[config.mk]
export PLATFORM = sky130hd
export DESIGN_NAME = ir_gaze_direction_classifier
export DESIGN_NICKNAME = d
export VERILOG_FILES = /design/src/rtl/gdc_pkg.sv /design/src/rtl/gdc_lane.sv /design/src/rtl/gdc_merge.sv /design/src/rtl/ir_gaze_direction_classifier.sv
export SDC_FILE = /design/constraint.sdc
export NUM_CORES = 1
export LEC_CHECK = 0
export BUFFER_PORTS_ARGS = -buffer_cell sky130_fd_sc_hd__buf_2
export CAP_MARGIN = 20
export CORE_MARGIN = 5
export CORE_UTILIZATION = 60
export CTS_CLUSTER_SIZE = 10
export DETAILED_ROUTE_END_ITERATION = 10
export HOLD_SLACK_MARGIN = 0.03
export MAX_ROUTING_LAYER = met4
export PLACE_DENSITY = 0.93
export SETUP_SLACK_MARGIN = 0.4
export SLEW_MARGIN = 10
export SYNTH_ARGS = -nofsm -noshare
export SYNTH_HDL_FRONTEND = slang
export SYNTH_SLANG_ARGS = --single-unit
[constraint.sdc]
create_clock -name clk -period 5.29 [get_ports clk]
set_input_delay 0.529 -clock clk [delete_from_list [all_inputs] [get_ports clk]]
set_output_delay 0.529 -clock clk [all_outputs]
set_load 0.02 [all_outputs]
[src/rtl/gdc_pkg.sv]
package gdc_pkg;

    localparam int SAMPLE_BITS     = 10;
    localparam int THR_BITS        = 16;
    localparam int THR_REG_BITS    = 4 * THR_BITS;
    localparam int DIR_BITS        = 3;
    localparam int PADDR_BITS      = 5;
    localparam int AVG_DIVISOR_DEF = 16;

    typedef struct packed {
        logic [SAMPLE_BITS-1:0] sample_outer_right;
        logic [SAMPLE_BITS-1:0] sample_outer_left;
        logic [SAMPLE_BITS-1:0] sample_inner_left;
    } in_word_t;

    typedef struct packed {
        logic [DIR_BITS-1:0]    gaze_direction;
        logic                   direction_changed;
        logic [SAMPLE_BITS-1:0] avg_outer_right;
        logic [SAMPLE_BITS-1:0] avg_outer_left;
        logic [SAMPLE_BITS-1:0] avg_inner_left;
    } out_word_t;

    // compare flags of one detector average against its four thresholds
    typedef struct packed {
        logic ge_lo;
        logic le_lo;
        logic ge_mid_lo;
        logic le_mid_lo;
        logic ge_mid_hi;
        logic le_mid_hi;
        logic ge_hi;
        logic le_hi;
    } cmp_t;

    typedef struct packed {
        logic advance;
        logic s1_valid;
    } stage_ctl_t;

endpackage

[src/rtl/gdc_lane.sv]
module gdc_lane #(
    parameter int AVG_DIVISOR = gdc_pkg::AVG_DIVISOR_DEF
) (
    input  logic                            clk,
    input  logic                            rst_n,
    input  logic                            load,
    input  logic [gdc_pkg::SAMPLE_BITS-1:0] sample,
    input  logic [gdc_pkg::THR_REG_BITS-1:0] thr,
    output logic [gdc_pkg::SAMPLE_BITS-1:0] avg,
    output gdc_pkg::cmp_t                   cmp
);

    localparam int SB    = gdc_pkg::SAMPLE_BITS;
    localparam int TB    = gdc_pkg::THR_BITS;
    // reciprocal with enough fraction bits to be exact for any |diff| below 2**SB
    localparam int SHIFT = SB + 8;
    localparam logic [SHIFT-1:0] RECIP = SHIFT'((2**SHIFT + AVG_DIVISOR - 1) / AVG_DIVISOR);

    logic [SB-1:0]       avg_reg;
    logic [SB-1:0]       avg_next;
    logic signed [SB:0]  diff;
    logic                diff_neg;
    logic [SB-1:0]       diff_mag;
    logic [SB+SHIFT-1:0] prod;
    logic [SB-1:0]       quot;

    logic signed [TB-1:0] avg_s;
    logic signed [TB-1:0] thr_lo;
    logic signed [TB-1:0] thr_mid_lo;
    logic signed [TB-1:0] thr_mid_hi;
    logic signed [TB-1:0] thr_hi;

    // avg += (sample - avg) / AVG_DIVISOR, quotient rounded toward zero
    always_comb
    begin
        diff     = $signed({1'b0, sample}) - $signed({1'b0, avg_reg});
        diff_neg = diff[SB];
        diff_mag = diff_neg ? SB'(-diff) : diff[SB-1:0];
        prod     = {{SHIFT{1'b0}}, diff_mag} * {{SB{1'b0}}, RECIP};
        quot     = prod[SB+SHIFT-1:SHIFT];
        avg_next = diff_neg ? (avg_reg - quot) : (avg_reg + quot);
    end

    always_ff @(posedge clk or negedge rst_n)
    begin
        if (!rst_n)
        begin
            avg_reg <= '0;
        end
        else if (load)
        begin
            avg_reg <= avg_next;
        end
    end

    assign avg = avg_reg;

    always_comb
    begin
        avg_s      = $signed({{(TB-SB){1'b0}}, avg_reg});
        thr_lo     = $signed(thr[TB-1:0]);
        thr_mid_lo = $signed(thr[2*TB-1:TB]);
        thr_mid_hi = $signed(thr[3*TB-1:2*TB]);
        thr_hi     = $signed(thr[4*TB-1:3*TB]);

        cmp.ge_lo     = avg_s >= thr_lo;
        cmp.le_lo     = avg_s <= thr_lo;
        cmp.ge_mid_lo = avg_s >= thr_mid_lo;
        cmp.le_mid_lo = avg_s <= thr_mid_lo;
        cmp.ge_mid_hi = avg_s >= thr_mid_hi;
        cmp.le_mid_hi = avg_s <= thr_mid_hi;
        cmp.ge_hi     = avg_s >= thr_hi;
        cmp.le_hi     = avg_s <= thr_hi;
    end

`ifndef NO_ASSERTIONS
    // the new average lies between the old average and the sample
    a_avg_bounded: assert property (@(posedge clk) disable iff (!rst_n)
        load |=> (($past(sample) >= $past(avg_reg))
                  ? (avg_reg >= $past(avg_reg) && avg_reg <= $past(sample))
                  : (avg_reg <= $past(avg_reg) && avg_reg >= $past(sample))))
        else $error("lane average left the range between old average and sample");
`endif

endmodule

[src/rtl/gdc_merge.sv]
module gdc_merge (
    input  logic                            clk,
    input  logic                            rst_n,
    input  gdc_pkg::stage_ctl_t             ctl,
    input  gdc_pkg::cmp_t                   cmp_r,
    input  gdc_pkg::cmp_t                   cmp_l,
    input  gdc_pkg::cmp_t                   cmp_i,
    input  logic [gdc_pkg::SAMPLE_BITS-1:0] avg_r,
    input  logic [gdc_pkg::SAMPLE_BITS-1:0] avg_l,
    input  logic [gdc_pkg::SAMPLE_BITS-1:0] avg_i,
    output logic                            result_valid,
    output gdc_pkg::out_word_t              result
);

    typedef enum logic [gdc_pkg::DIR_BITS-1:0] {
        CENTER     = 3'd0,
        UP         = 3'd1,
        RIGHT      = 3'd2,
        DOWN       = 3'd3,
        LEFT       = 3'd4,
        DOWN_RIGHT = 3'd5,
        UP_LEFT    = 3'd6
    } state_t;

    state_t             state_reg;
    state_t             state_next;
    logic               result_valid_reg;
    gdc_pkg::out_word_t result_reg;
    logic               load;

    assign load = ctl.advance && ctl.s1_valid;

    always_comb
    begin
        state_next = state_reg;
        unique case (state_reg)
            CENTER:
            begin
                priority if (cmp_l.ge_hi && cmp_i.le_lo && cmp_r.le_lo)
                    state_next = RIGHT;
                else if (cmp_l.le_lo && cmp_i.ge_hi && cmp_r.ge_hi)
                    state_next = LEFT;
                else if (cmp_l.ge_mid_hi && cmp_l.le_hi && cmp_i.ge_mid_lo
                         && cmp_i.le_mid_hi && cmp_r.ge_hi)
                    state_next = UP;
                else if (cmp_l.ge_mid_hi && cmp_l.le_hi && cmp_i.ge_lo
                         && cmp_i.le_mid_lo && cmp_r.ge_hi)
                    state_next = DOWN;
                else if (cmp_l.ge_hi && cmp_i.ge_mid_lo && cmp_i.le_mid_hi && cmp_r.ge_hi)
                    state_next = UP_LEFT;
                else if (cmp_l.ge_hi && cmp_i.le_lo && cmp_r.ge_hi)
                    state_next = DOWN_RIGHT;
                else
                    state_next = CENTER;
            end
            RIGHT:
            begin
                if (cmp_l.le_mid_hi && cmp_i.ge_mid_lo && cmp_r.ge_mid_lo)
                    state_next = CENTER;
            end
            LEFT:
            begin
                if (cmp_l.ge_mid_lo && cmp_i.le_mid_hi && cmp_r.le_mid_hi)
                    state_next = CENTER;
            end
            UP:
            begin
                if (cmp_l.le_mid_hi && cmp_r.le_hi)
                    state_next = CENTER;
            end
            DOWN:
            begin
                if (cmp_l.le_mid_hi && cmp_i.ge_mid_lo && cmp_r.le_hi)
                    state_next = CENTER;
            end
            UP_LEFT:
            begin
                if (cmp_l.le_mid_hi && cmp_r.le_mid_hi)
                    state_next = CENTER;
            end
            DOWN_RIGHT:
            begin
                if (cmp_l.le_mid_hi && cmp_i.ge_mid_lo && cmp_r.le_mid_hi)
                    state_next = CENTER;
            end
            default:
            begin
                state_next = state_reg;
            end
        endcase
    end

    always_ff @(posedge clk or negedge rst_n)
    begin
        if (!rst_n)
        begin
            state_reg        <= CENTER;
            result_valid_reg <= 1'b0;
            result_reg       <= '0;
        end
        else if (ctl.advance)
        begin
            result_valid_reg <= ctl.s1_valid;
            if (ctl.s1_valid)
            begin
                state_reg                    <= state_next;
                result_reg.gaze_direction    <= state_next;
                result_reg.direction_changed <= (state_next != state_reg);
                result_reg.avg_outer_right   <= avg_r;
                result_reg.avg_outer_left    <= avg_l;
                result_reg.avg_inner_left    <= avg_i;
            end
        end
    end

    assign result_valid = result_valid_reg;
    assign result       = result_reg;

`ifndef NO_ASSERTIONS
    a_changed_flag: assert property (@(posedge clk) disable iff (!rst_n)
        load |=> result_reg.direction_changed
                 == (result_reg.gaze_direction != $past(state_reg)))
        else $error("changed flag does not match the direction move");

    a_dir_tracks_state: assert property (@(posedge clk) disable iff (!rst_n)
        result_valid_reg |-> result_reg.gaze_direction == state_reg)
        else $error("shown direction differs from direction state");
`endif

endmodule

[src/rtl/ir_gaze_direction_classifier.sv]
// pipeline: lane average registers (stage 1), then merge output register
// throughput: one sample word per cycle while the output is not stalled; the
//   average feedback closes in stage 1 and the direction machine in stage 2
// reset: rst_n is asynchronous, active low; it clears the averages to zero,
//   the direction to center, all thresholds to zero and empties the pipeline
module ir_gaze_direction_classifier #(
    parameter int AVG_DIVISOR = gdc_pkg::AVG_DIVISOR_DEF
) (
    input  logic                             clk,
    input  logic                             rst_n,
    input  logic                             sample_valid,
    output logic                             sample_ready,
    input  gdc_pkg::in_word_t                sample,
    output logic                             result_valid,
    input  logic                             result_ready,
    output gdc_pkg::out_word_t               result,
    input  logic                             psel,
    input  logic                             penable,
    input  logic                             pwrite,
    input  logic [gdc_pkg::PADDR_BITS-1:0]   paddr,
    input  logic [gdc_pkg::THR_REG_BITS-1:0] pwdata,
    output logic [gdc_pkg::THR_REG_BITS-1:0] prdata,
    output logic                             pready
);

    localparam logic [1:0] REG_OUTER_RIGHT = 2'd0;
    localparam logic [1:0] REG_OUTER_LEFT  = 2'd1;
    localparam logic [1:0] REG_INNER_LEFT  = 2'd2;

    logic [gdc_pkg::THR_REG_BITS-1:0] thr_r_reg;
    logic [gdc_pkg::THR_REG_BITS-1:0] thr_l_reg;
    logic [gdc_pkg::THR_REG_BITS-1:0] thr_i_reg;
    logic [1:0]                       reg_idx;
    logic                             cfg_write;

    logic                s1_valid_reg;
    logic                s1_valid_next;
    logic                load;
    logic                advance;
    gdc_pkg::stage_ctl_t ctl;

    logic [gdc_pkg::SAMPLE_BITS-1:0] avg_r;
    logic [gdc_pkg::SAMPLE_BITS-1:0] avg_l;
    logic [gdc_pkg::SAMPLE_BITS-1:0] avg_i;
    gdc_pkg::cmp_t                   cmp_r;
    gdc_pkg::cmp_t                   cmp_l;
    gdc_pkg::cmp_t                   cmp_i;

    // configuration registers at 8-byte spacing
    assign pready    = 1'b1;
    assign reg_idx   = paddr[4:3];
    assign cfg_write = psel && penable && pwrite;

    always_ff @(posedge clk or negedge rst_n)
    begin
        if (!rst_n)
        begin
            thr_r_reg <= '0;
            thr_l_reg <= '0;
            thr_i_reg <= '0;
        end
        else if (cfg_write)
        begin
            unique case (reg_idx)
                REG_OUTER_RIGHT: thr_r_reg <= pwdata;
                REG_OUTER_LEFT:  thr_l_reg <= pwdata;
                REG_INNER_LEFT:  thr_i_reg <= pwdata;
                default:         ;
            endcase
        end
    end

    always_comb
    begin
        unique case (reg_idx)
            REG_OUTER_RIGHT: prdata = thr_r_reg;
            REG_OUTER_LEFT:  prdata = thr_l_reg;
            REG_INNER_LEFT:  prdata = thr_i_reg;
            default:         prdata = '0;
        endcase
    end

    // stage 1 is the lane averages, stage 2 the output register in the merge
    assign advance      = !result_valid || result_ready;
    assign sample_ready = !s1_valid_reg || advance;
    assign load         = sample_valid && sample_ready;

    always_comb
    begin
        s1_valid_next = s1_valid_reg;
        if (load)
            s1_valid_next = 1'b1;
        else if (advance)
            s1_valid_next = 1'b0;
    end

    always_ff @(posedge clk or negedge rst_n)
    begin
        if (!rst_n)
        begin
            s1_valid_reg <= 1'b0;
        end
        else
        begin
            s1_valid_reg <= s1_valid_next;
        end
    end

    assign ctl.advance  = advance;
    assign ctl.s1_valid = s1_valid_reg;

    gdc_lane #(
        .AVG_DIVISOR(AVG_DIVISOR)
    ) u_lane_r (
        .clk    (clk),
        .rst_n  (rst_n),
        .load   (load),
        .sample (sample.sample_outer_right),
        .thr    (thr_r_reg),
        .avg    (avg_r),
        .cmp    (cmp_r)
    );

    gdc_lane #(
        .AVG_DIVISOR(AVG_DIVISOR)
    ) u_lane_l (
        .clk    (clk),
        .rst_n  (rst_n),
        .load   (load),
        .sample (sample.sample_outer_left),
        .thr    (thr_l_reg),
        .avg    (avg_l),
        .cmp    (cmp_l)
    );

    gdc_lane #(
        .AVG_DIVISOR(AVG_DIVISOR)
    ) u_lane_i (
        .clk    (clk),
        .rst_n  (rst_n),
        .load   (load),
        .sample (sample.sample_inner_left),
        .thr    (thr_i_reg),
        .avg    (avg_i),
        .cmp    (cmp_i)
    );

    gdc_merge u_merge (
        .clk          (clk),
        .rst_n        (rst_n),
        .ctl          (ctl),
        .cmp_r        (cmp_r),
        .cmp_l        (cmp_l),
        .cmp_i        (cmp_i),
        .avg_r        (avg_r),
        .avg_l        (avg_l),
        .avg_i        (avg_i),
        .result_valid (result_valid),
        .result       (result)
    );

`ifndef NO_ASSERTIONS
    a_result_from_stage1: assert property (@(posedge clk) disable iff (!rst_n)
        $rose(result_valid) |-> $past(s1_valid_reg))
        else $error("result word appeared without a word in the lane stage");

    a_stall_only_when_full: assert property (@(posedge clk) disable iff (!rst_n)
        !sample_ready |-> s1_valid_reg && result_valid && !result_ready)
        else $error("sample side stalled while the pipeline had room");
`endif

endmodule
======== Word level (Yosys, flattened, before mapping) ========
Index checks and enable logic that the tools add are counted.
operators by class
  $add $sub $neg .......................... 12
  magnitude comparators ................... 17
  equal/unequal tests ..................... 9
  mux-type cells .......................... 22
  reductions and logical operators ........ 37
operator list
  cell                  count
  $pmux W64 S3          1
  $le A11 B16 Y1        9
  $ge A11 B16 Y1        8
  $mux W10              6
  $mux W3               12
  $sub A10 B10 Y11      3
  $add A10 B6 Y10       3
  $neg A10 Y10          3
  $sub A10 B6 Y10       3
  $logic_and A1 B1 Y1   26
  $pmux W3 S7           1
  $eq A3 B3 Y1 const B  3
  $reduce_and A2 Y1     4
  $eq A3 B2 Y1 const B  2
  $eq A3 B1 Y1 const B  1
  $logic_not A3 Y1      1
  $ne A3 B3 Y1          1
  $eq A2 B1 Y1 const B  1
  $eq A2 B2 Y1 const B  1
  $logic_not A1 Y1      2
  $logic_not A2 Y1      1
  $logic_or A1 B1 Y1    2
  $mux W1               2
  $reduce_bool A2 Y1    1
word-level totals
  flip-flop bits (word level) ............. 258
  input port bits ......................... 106

======== Depth between registers and ports, before layout ========
  depth in word-level cells ............... 11
  mapped depth ............................ 27
  gate-level depth less buffers ........... 26

======== Cells and area by module ========
Synthesis repeated with hierarchy kept, for this count alone.
second synthesis, totals
  cell total of the unflattened synthesis .. 1760
  area total of the unflattened synthesis .. 18052.3 um2
modules (own cells, without submodules)
  module                        instances  cells an instance  area an instance (um2)  seq. area each (um2)
  ir_gaze_direction_classifier  1          629                8685.8                  4829.6
  gdc_lane at u_lane_i ...      2          338                2607.5                  250.2
  gdc_lane at u_lane_l          1          338                2613.8                  250.2
  gdc_merge                     1          117                1537.7                  875.8

======== Worst setup path after synthesis ========
No wires, ideal clock.
  path kind ............................... input-to-reg
  start point ............................. in sample[10] (netlist bit)
  end point ............................... reg u_lane_l.avg_reg[9], in the netlist u_lane_l.avg[9]
  library setup time ...................... 141 ps
  data arrival time ....................... 4754 ps
  setup slack ............................. 395 ps
  stages on the path ...................... 25
  buffers on the path ..................... 1
  cells stage by stage .................... inv_1 -> ha_1 -> fa_1 -> nor2b_1 -> o21ai_0 -> a21oi_1 -> o31ai_1 -> a21oi_1 -> a31o_2 -> clkbuf_1 -> a21oi_1 -> xor2_1 -> inv_1 -> ha_1 -> mux2i_1 -> ha_1 -> nor2b_1 -> o21ai_0 -> a21oi_1 -> o21ai_0 -> a21oi_1 -> a31oi_1 -> nor3_1 -> a211oi_1 -> o2111ai_1
between the ends
  longest elaborated chain between the ends .. 5
  elaborated cells on any way between the ends .. 6
  classes of those cells .................. 4 x add/sub; 2 x mux
ends and longest elaborated chain
  item                                                line                                source
  from (decl)                                         ir_gaze_direction_classifier.sv:13  input gdc_pkg::in_word_t sample,
  $sub A10 B10 Y11 *                                  gdc_lane.sv:36                      diff = $signed({1'b0, sample}) - $signed({1'b0, avg_reg});
  $neg A10 Y10                                        gdc_lane.sv:38                      diff_mag = diff_neg ? SB'(-diff) : diff[SB-1:0];
  $mux W10                                            gdc_lane.sv:38
  $add A10 B6 Y10 or $sub A10 B6 Y10 (tied branches)  gdc_lane.sv:41                      avg_next = diff_neg ? (avg_reg - quot) : (avg_reg + quot);
  $mux W10 *                                          gdc_lane.sv:41
  to (signal assigned)                                gdc_lane.sv:52                      avg_reg <= avg_next;
  to (decl)                                           gdc_lane.sv:19                      logic [SB-1:0] avg_reg;
Every way passes the cells marked *; elsewhere a longest branch is shown, timed or not.
A chain may end at the register's enable or synchronous reset.

======== Final worst setup path ========
  start point ............................. reg u_lane_l.avg_reg[2], in the netlist u_lane_l.avg[2]
  end point ............................... reg u_lane_l.avg_reg[9], in the netlist u_lane_l.avg[9]
between the ends
  longest elaborated chain between the ends .. 5
  elaborated cells on any way between the ends .. 6
  classes of those cells .................. 4 x add/sub; 2 x mux
ends and longest elaborated chain
  item                                                line
  $sub A10 B10 Y11                                    gdc_lane.sv:36
  $neg A10 Y10                                        gdc_lane.sv:38
  $mux W10                                            gdc_lane.sv:38
  $add A10 B6 Y10 or $sub A10 B6 Y10 (tied branches)  gdc_lane.sv:41
  $mux W10 *                                          gdc_lane.sv:41
Marks and branches as above.

==> summary.md <==
| Metric | Value |
|---|---|
| Full die area | 32200 um^2 |
| Fmax | 206 MHz |
| IO Pins | 207 |
| Clock slew at reported path FFs | 60 ps |
| CTS sink cnt | 258 |
| CORE AREA | 28500 um^2 |
| Insertion delay to the later sink of the worst-skew pair | 580 ps |
| Largest net degree at the start of global routing | 126 |
| Via density | 6.36 |
| TritonCTS buffer count | 30 |
| Ys flop type | dfrtp_1 |
| Slew @ Worst Pin | 1140 ps |
| Root buffer cell | clkbuf_16 |
| Post-Syn Nets | 2150 |
| Synth Cell Area | 17200 um^2 |
| H-tree levels | 1 |
| R2R cell count | 24 |
| CTS tree | done |
| Final GP Congestion | 0.992 |
| Final WL | 53.4 mm |
| Crit path top cell by count | a21oi_2 |
| Worst r2r src | u_lane_l.avg[2] |
| Final Skew | 24.0 ps |
| Top post-synthesis cells by area | dfrtp_1 38%, ha_1 13%, mux2_2 8.1%, o21ai_0 7.2%, nand2_1 5.4% |
| Hold slack final | 16.5 ps |
| Endpoints failing setup | 0 |
| Grt ovf | 0 |
| Final slew viol count | 0 |
| Register-to-register setup slack | 440 ps |
| Power Density | 661 nW/um^2 |
| Yosys cell types | 78 |
| Die Y | 179 um |
| Initial antenna violation count | 7 |
| Maximum resistive drop on vdd | 0.601 mV |
| RSZ-0062 raised after global routing | true |
| # DRC | 0 |
| WP data required | 5710 ps |
| Die W | 179 um |
| Via Count | 15.8k |
| Area grow syn2layout | 15.5% |
| # fillers | 1983 |
| Post-route cell area | 19900 um^2 |
| Initial Util | 60.4% |
| Slowest CP cell | dfrtp_1 |
| Max Buffers Root-to-Sink | 3 |
| Worst min-delay path class | primary input to async pin |
| Final Hold Vio Count | 0 |
| Overall power | 13.1 mW |
| Dpl hpwl | 37.7 mm |
| First-pass DRT Iterations | 7 |
| Final net count | 2368 |
| Layout cells sized above 1 | 21.8% |
| Worst setup SP type | register |
| CP Capture Type | register |
| Lkg Pwr | 9.64 nW |
| CP cell instances | inv_1 > ha_1 > nor2b_1 > o21ai_1 > a21oi_2 > o31ai_2 > a21oi_2 > a31o_2 > a21oi_2 > xor2_1 > inv_1 > ha_1 > nand2_1 > nand2_1 > xor2_1 > ha_1 > o21ai_0 > a21oi_1 > o21ai_1 > a21oi_2 > a31oi_4 > and3_1 > a211oi_1 > o2111ai_1 |
| Mapped Avg Cell Area | 9.26 um^2 |
| Ys async rst share | 100% |
| PortBufs | 202 |
| WS Path Type | register to register |
| Slowest stage delay, CP | 370 ps |
| Min Tclk post-route | 4850 ps |
| Via count of the first global-routing pass | 15.5k |
| Post-synth EDFFs | 0 |
| Total track usage | 32.8% |
| Worst rel slew slack | 23.8% |
| Period utilisation layout | 91.7% |
| FF+latch count, synth | 258 |
| Antenna-violating nets left | 0 |
| Yosys top cell area share | 37.5% |
| Initial drt markers | 1623 |
| WL per Instance | 21.6 um |
| Delay-heaviest family, CP | compound AO/OA/AOI/OAI gates |
| Number of synthesis warnings | 0 |
| Worst flop-to-flop path endpoint | u_lane_l.avg[9] |
| First-pass GRT wire length | 81.0 mm |
| WP data arrival | 5280 ps |
| Cells after Synth | 1858 |
| Post-synthesis sequential area ratio | 37.5% |
| Site Rows | 62 |
| Outcome | completed |
| Max-Cap Viols | 0 |
| Post-DP Area | 18800 um^2 |
| Crit path max fanout | 8 |
| Buf+Inv Stages, Crit Path | 2 |
| Top cell type by total area after synthesis | dfrtp_1 |
## routing by layer
layer | wire, um | track usage (%) | vias up
li1 | - | - | 7017
met1 | 19800 | 38.8 | 7519
met2 | 24800 | 52.0 | 931
met3 | 4860 | 6.34 | 286
met4 | 3990 | 20.0 | 0
met5 | 0 | - | -
## cell usage after synthesis (all sizes together) (5+ instances only)
| library cell | count |
|---|---|
| a2111oi | 6 |
| a211oi | 13 |
| a21boi | 7 |
| a21o | 18 |
| a21oi | 50 |
| a31oi | 19 |
| and2 | 5 |
| and3 | 7 |
| buf | 12 |
| clkbuf | 54 |
| dfrtp | 258 |
| fa | 6 |
| ha | 180 |
| inv | 181 |
| mux2 | 125 |
| mux2i | 72 |
| nand2 | 248 |
| nand2b | 19 |
| nand3 | 13 |
| nand4 | 17 |
| nor2 | 61 |
| nor2b | 21 |
| nor3 | 33 |
| nor4 | 18 |
| o2111ai | 5 |
| o211ai | 10 |
| o21a | 12 |
| o21ai | 251 |
| o31ai | 10 |
| o41a | 5 |
| or2 | 7 |
| or3 | 6 |
| or4 | 6 |
| xnor2 | 22 |
| xor2 | 27 |
## cell families (layout without fill, tap and decap cells)
family	after synthesis	in the layout	share of synthesized area (%)
and+or+nand+nor	474	474	12.8
DFF	258	258	37.5
xor gates and xnor gates	49	49	2.49
AOI/OAI and AO/OA	446	446	15.6
buffers and inverters	247	472	5.42
adders and majority gates	186	186	13.8
muxes	197	197	12.4
other	1	9	0.0218
## worst reg2reg max path: stages, from the launching register on
cell and delay (ps):
dfrtp_1 370, inv_1 110, ha_1 280, nor2b_1 150
o21ai_1 180, a21oi_2 100, o31ai_2 270, a21oi_2 130
a31o_2 290, a21oi_2 130, xor2_1 250, inv_1 80
ha_1 230, nand2_1 100, nand2_1 70, xor2_1 150
ha_1 330, o21ai_0 150, a21oi_1 240, o21ai_1 120
a21oi_2 240, a31oi_4 160, and3_1 200, a211oi_1 240
o2111ai_1 140
## layout make-up
cell class / instances / area (um^2) / area share (%)
Timing Repair Buffer: 252 / 1440 / 7.23
Multi-Input combinational cell: 1353 / 9960 / 50.1
Clock buffer: 37 / 797 / 4.01
Antenna cell: 8 / 20.0 / 0.101
Inverter: 181 / 679 / 3.42
Tap cell: 384 / 480 / 2.42
Clock inverter: 2 / 35.0 / 0.176
Sequential cell: 258 / 6460 / 32.5
## where the power goes
part | internal [mW] | switching (mW)
clock | 1.04 | 0.809
combinational | 3.40 | 4.84
sequential | 2.57 | 0.476
total | 7.01 | 6.12
## repair_timing
item                                    4_1_cts  5_1_grt
pin swaps                                     2       20
resized for setup                             4       40
hold buffers                                  0        0
endpoints found under the setup margin        4        8
buffers inserted                              1       11
## through the flow
step / cells / utilization [%] / TNS (ps) / setup WS, ps
floorplan: 1858 / - / 0 / 423
global placement: 2415 / 66.0 / 0 / 188
detailed placement: 2415 / 66.0 / -103 / -103
CTS: 2455 / 69.0 / 0 / 322
global route: 2474 / 69.8 / 0 / 253
finish: 2475 / 69.8 / 0 / 438
## cells in the final DEF, fill, tap and decap left out, types with 6 or more instances in the layout
| cell | n |
|---|---|
| a2111oi_0 | 6 |
| a211oi_1 | 12 |
| a21o_1 | 18 |
| a21oi_1 | 41 |
| a21oi_2 | 9 |
| a31oi_1 | 16 |
| and3_1 | 7 |
| buf_2 | 200 |
| buf_4 | 48 |
| clkbuf_16 | 30 |
| dfrtp_1 | 258 |
| diode_2 | 8 |
| ha_1 | 180 |
| inv_1 | 181 |
| mux2_2 | 124 |
| mux2i_1 | 72 |
| nand2_1 | 246 |
| nand2b_1 | 19 |
| nand3_1 | 13 |
| nand4_1 | 17 |
| nor2_1 | 61 |
| nor2b_1 | 20 |
| nor3_1 | 31 |
| nor4_1 | 16 |
| o211ai_1 | 10 |
| o21a_1 | 11 |
| o21ai_0 | 232 |
| o21ai_1 | 15 |
| o31ai_1 | 9 |
| or2_2 | 6 |
| or3_1 | 6 |
| xnor2_1 | 22 |
| xor2_1 | 27 |
## worst max path at each step
stage,from,to,cells after the start
floorplan,sample[0],u_lane_i.avg[9],24
global placement,sample[0],u_lane_i.avg[9],25
detailed placement,sample[0],u_lane_i.avg[9],25
CTS,u_lane_i.avg[0],u_lane_i.avg[9],23
global route,u_lane_l.avg[2],u_lane_l.avg[9],23
finish,u_lane_l.avg[2],u_lane_l.avg[9],24
Power figures use the tool's default switching activity.
